$ cat config.mk
export PLATFORM = sky130hd
export DESIGN_NAME = rhh_mod_unit
export DESIGN_NICKNAME = d
export VERILOG_FILES = /design/src/hw/rtl/rhh_pkg.sv /design/src/hw/rtl/rhh_mod_unit.sv
export SDC_FILE = /design/constraint.sdc
export NUM_CORES = 1
export LEC_CHECK = 0
export BUFFER_PORTS_ARGS = -buffer_cell sky130_fd_sc_hd__buf_4
export CORE_MARGIN = 3
export CORE_UTILIZATION = 50
export CTS_BUF_LIST = sky130_fd_sc_hd__clkbuf_4 sky130_fd_sc_hd__clkbuf_8 sky130_fd_sc_hd__clkbuf_16
export DETAILED_ROUTE_END_ITERATION = 6
export GPL_TIMING_DRIVEN = 0
export PLACE_DENSITY = 0.75
export SLEW_MARGIN = 25
export SYNTH_ARGS = -nofsm -noshare
export SYNTH_HDL_FRONTEND = slang
export SYNTH_SLANG_ARGS = --single-unit
export TNS_END_PERCENT = 50
$ cat constraint.sdc
create_clock -name i_clk -period 4.1 [get_ports i_clk]
set_clock_uncertainty 0.15 [all_clocks]
set_input_delay 0.82 -clock i_clk [delete_from_list [all_inputs] [get_ports i_clk]]
set_output_delay 0.82 -clock i_clk [all_outputs]
set_load 0.02 [all_outputs]
$ cat src/hw/rtl/rhh_pkg.sv
// Shared types and constants of the Robin Hood hash table.
package rhh_pkg;

    // Request kinds carried in the low bits of the input user field.
    localparam logic [1:0] REQ_PUT    = 2'd0;
    localparam logic [1:0] REQ_GET    = 2'd1;
    localparam logic [1:0] REQ_REMOVE = 2'd2;

    // Result status codes.
    localparam logic [1:0] ST_OK       = 2'd0;
    localparam logic [1:0] ST_NOTFOUND = 2'd1;
    localparam logic [1:0] ST_DUP      = 2'd2;
    localparam logic [1:0] ST_FULL     = 2'd3;

    // A hash of zero marks an empty slot, so a zero input hash is replaced.
    localparam logic [31:0] SUBST_HASH = 32'h8000_0000;

    // Hash bits folded into the home-slot remainder per cycle.
    localparam int unsigned MOD_BITS_PER_STEP = 4;

    localparam logic [6:0] LOAD_LIMIT_RESET = 7'd51;

    typedef enum logic [3:0] {
        S_CLEAR,
        S_IDLE,
        S_HOME,
        S_RD,
        S_EV,
        S_SRD,
        S_SEV,
        S_SFIN,
        S_DONE
    } t_state;

endpackage

$ cat src/hw/rtl/rhh_mod_unit.sv
// Serial remainder unit: reduces a 32-bit hash modulo the table depth.
module rhh_mod_unit #(
    parameter int unsigned DEPTH = 64,
    parameter int unsigned AW    = 6
) (
    input  logic          i_clk,
    input  logic          i_rst_n,
    input  logic          i_start,
    input  logic [31:0]   i_x,
    output logic          o_done,
    output logic [AW-1:0] o_rem
);
    import rhh_pkg::*;

    localparam int unsigned STEPS = 32 / MOD_BITS_PER_STEP;
    localparam int unsigned SW    = $clog2(STEPS + 1);

    logic [31:0]   r_x;
    logic [AW:0]   r_rem;
    logic [SW-1:0] r_cnt;
    logic          r_busy;
    logic          r_done;
    logic [AW:0]   n_rem;

    // Restoring remainder, one hash bit per inner step, MSB first.
    always_comb begin
        logic [AW:0] t;
        t = r_rem;
        for (int b = 0; b < MOD_BITS_PER_STEP; b++) begin
            t = {t[AW-1:0], r_x[31-b]};
            if (t >= (AW+1)'(DEPTH)) begin
                t = t - (AW+1)'(DEPTH);
            end
        end
        n_rem = t;
    end

    always_ff @(posedge i_clk) begin
        if (!i_rst_n) begin
            r_busy <= 1'b0;
            r_done <= 1'b0;
            r_cnt  <= '0;
        end else begin
            r_done <= 1'b0;
            if (i_start) begin
                r_busy <= 1'b1;
                r_cnt  <= '0;
                r_x    <= i_x;
                r_rem  <= '0;
            end else if (r_busy) begin
                r_rem <= n_rem;
                r_x   <= r_x << MOD_BITS_PER_STEP;
                r_cnt <= r_cnt + SW'(1);
                if (r_cnt == SW'(STEPS - 1)) begin
                    r_busy <= 1'b0;
                    r_done <= 1'b1;
                end
            end
        end
    end

    assign o_done = r_done;
    assign o_rem  = r_rem[AW-1:0];

endmodule

==> run_results.csv, run 1 <==
group,metric,value,unit
outcome,status,"finished clean",
hold_path,worstHoldStart,"r_cnt[3]$_SDFFE_PP0P_",
critical_path,cp_slowest_cell,"edfxtp_1",
die,core,3442,µm²
route,drt_iter0_drc,37,
placed_design,gp_routability_congestion,0.6514,
timing,timing.hold.ws,0.3631,ns
route,vias_per_cell,5.020,
critical_path,r2r-start,"r_busy$_SDFF_PN0_",
pwr,power_density,383.4,nW/µm²
cells_and_area,fin_nets,191,
clocking,post_cts_buffers,0,
route,drc,0,
critical_path,path_depth,2,
timing,hold_violations,0,
cells_and_area,finalInstanceArea,2315,µm²
pwr,power.leakage,0.0008916,µW
critical_path,cp_top_family,"flip-flops",
critical_path,cpMostUsedCell,"buf_4",
critical_path,end_kind,"primary output",
clocking,clk_transition_reported_paths,0.08,ns
critical_path,startpoint,"r_rem[1]$_SDFFCE_PP0P_",
logic_synthesis,syn_nets,143,
run,cap_violations,0,
timing,max_slew.worst_pin.slew,0.4407,ns
cells_and_area,fin_cells,202,
critical_path,slowest_delay,0.40,ns
logic_synthesis,avgSynthCellArea,17.26,µm²
timing,fmax,514.5,MHz
die,rows,21,
clocking,cts_tree,"yes",
logic_synthesis,ys_ff_latch,44,
logic_synthesis,synthCells,107,
critical_path,cp_max_fo,2,
critical_path,worst_setup_path_start_kind,"flip-flop",
route,wl,2880,µm
clocking,clk_latency,0.29,ns
cells_and_area,drive_above_1_share,55.77,%
cells_and_area,layout_commonest_cell,"buf_4",
clocking,cts_max_level,2,
route,drtPass1Iterations,2,
critical_path,crit_chain,"buf_4 -> buf_4",
grt,track_usage,15.10,%
logic_synthesis,ys_types,22,
timing,setup_slack,2.156,ns
grt,grt_start_max_net_pins,28,
timing,slew_viol_final,0,
die,initial_core_util,53.65,%
grt,grt_pass1_wl,4754,µm
critical_path,crit_buf_inv,2,
logic_synthesis,yosysSeqAreaShare,68.29,%
critical_path,critPathKind,"reg -> out",
critical_path,critPathRequiredTime,3.13,ns
hold_path,hold_class,"reg -> reg",
cells_and_area,antenna_cells,0,
grt,grt_pass1_vias,1031,
timing,setup_viol,0,
placed_design,portBuffers,40,
placed_design,place_ws,2.096,ns
hold_path,whs_path_depth,1,
clocking,cts_root_buf,"clkbuf_8",
cells_and_area,layout_common_cells,"buf_4 (43), edfxtp_1 (38), mux2_2 (28)",
route,antenna_left,0,
die,fp.dieW,66.78,µm
placed_design,post_dp_cell_area,2226,µm²
die,io_pins,42,
critical_path,r2r_cells,3,
placed_design,place_inst,194,
clocking,clock_sinks,44,
route,via_count,1014,
clocking,cts.repair.resized,0,
placed_design,place_hpwl,2106,µm
clocking,clock_path_buffers,2,
grt,antenna_found_initial,0,
logic_synthesis,synthesis.area,1847,µm²
logic_synthesis,yosysWarnings,0,
pwr,ir_worst_vdd,202.3,µV
timing,fin_crit,1.944,ns
die,dieArea,4459,µm²
grt,overflow,0,
timing,tns,0,ns
timing,timing.final.crit_share,47.40,%
timing,rsz0062_at_grt,"no",
cells_and_area,synthToLayoutAreaGrowth,25.34,%
clocking,cts_hold_buffers,0,
die,die_y,66.78,µm
clocking,numCtsBuffers,5,
critical_path,worstPathArrival,0.97,ns
route,wl_per_cell,14.26,µm
timing,slew_headroom,70.62,%
cell usage after synthesis:
cell / number / area, µm²
o31a_1: 1 / 8.760
nor4b_1: 1 / 8.760
clkbuf_1: 1 / 3.750
nand2_1: 1 / 3.750
edfxtp_1: 38 / 1141
a21bo_2: 1 / 10.01
buf_6: 4 / 45.04
nor2b_1: 6 / 37.54
or3b_1: 1 / 8.760
nand4_1: 1 / 6.260
nand3b_1: 2 / 15.01
nand2b_4: 1 / 13.76
and2_1: 4 / 25.02
ha_1: 1 / 12.51
dfxtp_1: 6 / 120.1
mux2_2: 28 / 315.3
o21a_1: 1 / 7.510
a21oi_1: 1 / 5.000
nor2_1: 2 / 7.510
buf_4: 3 / 22.52
mux2i_1: 2 / 20.02
xnor2_1: 1 / 8.760
routing by layer:
layer,part of all wire [%],up-vias,track usage [%]
met1,41,483,17.54
met5,0,-,0
met4,1.4,0,6.091
li1,-,491,-
met3,8.9,5,6.745
met2,49,35,24.26
path summary, 6_finish.rpt:
kind	end	slack (ns)
max reg2reg	r_x[13]$_DFFE_PP_	2.60
max	o_rem[1]	2.16
min	o_done$_SDFF_PP0_	0.36
min reg2reg	o_done$_SDFF_PP0_	0.36
sequential cells by signal (all words and copies together), names as in the netlist:
register  count
o_done        1
r_busy        1
r_cnt         4
r_rem         6
r_x          32
worst register-to-register path: stages, from the launching register on:
cell and delay (ns):
dfxtp_1 0.31, buf_4 0.14, o21a_2 0.36, buf_12 0.24
final cells by class:
class / count / area (µm²)
Buffer: 8 / 71.32
Clock buffer: 7 / 83.83
Clock inverter: 1 / 5.005
Fill cell: 264 / 1127
Multi-Input combinational cell: 55 / 515.5
Sequential cell: 44 / 1261
Tap cell: 46 / 57.56
Timing Repair Buffer: 41 / 320.3
logic make-up after synthesis:
logic type | synth area share (%)
AOI/OAI and AO/OA | 1.694
xor gates and xnor gates | 0.4743
adders and majority gates | 0.6774
buffers and inverters | 3.861
DFF | 68.29
muxes | 18.16
and+or+nand+nor | 6.843
metrics by stage:
| step | utilization, % | total power [µW] |
|---|---|---|
| after floorplan | - | 589.4 |
| after global placement | 64.05 | 625.8 |
| after detailed placement | 64.67 | 633.2 |
| after CTS | 67.25 | 899.0 |
| after global routing | 67.25 | 927.0 |
| final | 67.25 | 887.5 |
report_power, final:
part | internal (µW) | leakage (µW) | total (µW) | switching [µW]
clock network | 133 | 0.0000491 | 267 | 134
registers | 518 | 0.000413 | 525 | 6.47
logic | 58.8 | 0.000429 | 96.3 | 37.5
Power figures use the tool's default switching activity.
==> run 2, diff against run 1 <==
==> constraint.sdc (replaced) <==
create_clock -name i_clk -period 1.85 [get_ports i_clk]
set_clock_uncertainty 0.15 [all_clocks]
set_input_delay 0.37 -clock i_clk [delete_from_list [all_inputs] [get_ports i_clk]]
set_output_delay 0.37 -clock i_clk [all_outputs]
set_load 0.02 [all_outputs]
==> run 2 against run 1 <==
- die area unchanged
- hold slack got worse by 0.15 ns
- core utilization is 0.62 points lower
- total power is 120% higher
- critical path depth is the same
- global-route usage hardly changed
- sequential cell count unchanged
- routed wire length grew 2.0%
- sequential power grew 120%
- critical endpoint is now r_x[9]$_DFFE_PP_
- largest power group unchanged
==> run_results.csv, run 2 (synthesis results as in run 1) <==
group,metric,value,unit
cells_and_area,antenna_cells,0,
clocking,clock_path_buffers,2,
placed_design,place_inst,193,
clocking,cts.repair.resized,0,
critical_path,crit_path_end,"r_x[9]$_DFFE_PP_",
placed_design,place_ws,0.04033,ns
hold_path,hold_class,"in -> reg",
critical_path,cp_max_fo,39,
route,drc,0,
clocking,clock_sinks,44,
critical_path,reg2reg_to,"r_x[9]$_DFFE_PP_",
cells_and_area,drive_above_1_share,54.84,%
clocking,clk_transition_reported_paths,0.07,ns
pwr,power.leakage,0.0008803,µW
critical_path,rrSetupSlack,0.12,ns
grt,grt_pass1_vias,1080,
pwr,pwr-share-clk,30.0,%
route,wl_per_cell,14.62,µm
pwr,internal-power,1567,µW
cells_and_area,fillers,254,
cells_and_area,fin_nets,190,
grt,track_usage,15.15,%
pwr,power_density,854.8,nW/µm²
grt,antenna_found_initial,0,
clocking,cts_max_level,2,
timing,hold_violations,0,
placed_design,gp_routability_congestion,0.6689,
timing,setup_slack,0.1175,ns
clocking,cts_tree,"yes",
die,dieArea,4459,µm²
timing,setup_viol,0,
outcome,status,"finished clean",
clocking,post_cts_buffers,0,
cells_and_area,regMostFlops,"r_x",
die,initial_core_util,53.65,%
timing,timing.final.crit_share,93.65,%
clocking,numCtsBuffers,5,
die,core,3442,µm²
route,drtPass1Iterations,4,
route,wl,2938,µm
critical_path,worst_setup_path_start_kind,"flip-flop",
critical_path,r2r_cells,2,
route,vias_per_cell,5.065,
pwr,p_comb_share,10.6,%
timing,fmax,577.2,MHz
critical_path,critPathKind,"reg -> reg",
clocking,clk_latency,0.29,ns
die,rows,21,
grt,grt_start_max_net_pins,40,
cells_and_area,fin_cells,201,
route,antenna_left,0,
critical_path,worstPathArrival,1.50,ns
cells_and_area,synthToLayoutAreaGrowth,24.19,%
critical_path,startpoint,"r_busy$_SDFF_PN0_",
timing,tns,0,ns
cells_and_area,reg_top3,"r_x: 32 flops, r_rem: 6 flops, r_cnt: 4 flops",
placed_design,portBuffers,40,
pwr,netSwitchingFraction,20.10,%
timing,slew_viol_final,0,
critical_path,critPathRequiredTime,1.61,ns
route,via_count,1018,
timing,rsz0062_at_grt,"no",
run,cap_violations,0,
grt,overflow,0,
grt,grt_pass1_wl,4836,µm
placed_design,place_hpwl,2087,µm
pwr,seqPwrFrac,59.3,%
clocking,cts_hold_buffers,0,
timing,max_slew.worst_pin.slew,0.9072,ns
cells_and_area,largest_reg_flops,32,
die,io_pins,42,
cells_and_area,layout_commonest_cell,"buf_4",
timing,fin_crit,1.732,ns
critical_path,r2r-start,"r_busy$_SDFF_PN0_",
pwr,p_total,1961,µW
timing,slew_headroom,39.52,%
route,drt_iter0_drc,44,
clocking,cts_root_buf,"clkbuf_8",
pwr,ir_worst_vdd,487.4,µV
die,fp.dieW,66.78,µm
pwr,p_switching,394.0,µW
die,die_y,66.78,µm
cells_and_area,layout_common_cells,"buf_4 (43), edfxtp_1 (38), mux2_2 (28)",
critical_path,end_kind,"flip-flop",
[run 2: cell count changes in the layout (fill, tap and decap cells not counted), sizes merged]
| cell | previous run | this run |
|---|---|---|
| buf | 48 | 47 |
[run 2: stage by stage]
| stage | hold WS (ns) | util [%] | area [µm²] |
|---|---|---|---|
| finish | 0.2144 | 66.63 | 2293 |
| global route | 0.2167 | 66.63 | 2293 |
| CTS | 0.2053 | 66.63 | 2293 |
| detailed placement | 0.3326 | 64.09 | 2206 |
| global placement | 0.3147 | 64.09 | 2206 |
| floorplan | 0.2870 | - | 1848 |
[run 2: layout make-up]
type / instances / area (µm²) / area share (%)
clock buffer: 7 / 83.83 / 3.655
buffer: 8 / 71.32 / 3.110
timing repair buffer: 40 / 300.3 / 13.09
sequential: 44 / 1261 / 54.99
clock inverter: 1 / 3.754 / 0.1637
tap: 46 / 57.56 / 2.510
multi-input combinational: 55 / 515.5 / 22.48
[run 2: worst min-delay path by stage]
stage                               start                   end  slack, ns  cells past startpoint
CTS                                i_x[0]  r_x[0]$_SDFFCE_PN0P_       0.21                      2
finish                             i_x[0]  r_x[0]$_SDFFCE_PN0P_       0.21                      2
global route                       i_x[1]  r_x[1]$_SDFFCE_PN0P_       0.22                      2
floorplan           r_cnt[3]$_SDFFE_PP0P_     o_done$_SDFF_PP0_       0.29                      1
global placement    r_cnt[3]$_SDFFE_PP0P_     o_done$_SDFF_PP0_       0.31                      1
detailed placement  r_cnt[3]$_SDFFE_PP0P_     o_done$_SDFF_PP0_       0.33                      1
[run 2: critical path, cell delays in order (launching register included)]
cell and delay (ns):
dfxtp_1 0.31, buf_4 0.14, o21a_2 0.75
[run 2: per-layer routing]
| layer | share of wire, % | track usage [%] | vias to the layer above |
|---|---|---|---|
| li1 | - | - | 488 |
| met4 | 2.0 | 6.853 | 0 |
| met5 | 0 | 0 | - |
| met2 | 49 | 25.00 | 34 |
| met1 | 40 | 17.35 | 489 |
| met3 | 8.6 | 5.734 | 7 |
[run 2: power by group through the flow]
| stage | Sequential, µW | Clock (µW) | Combinational [µW] |
|---|---|---|---|
| after floorplan | 1190 | 0 | 118 |
| final | 1160 | 589 | 209 |
| after global placement | 1180 | 0 | 202 |
| after detailed placement | 1190 | 0 | 212 |
| after CTS | 1160 | 600 | 212 |
| after global routing | 1170 | 639 | 228 |
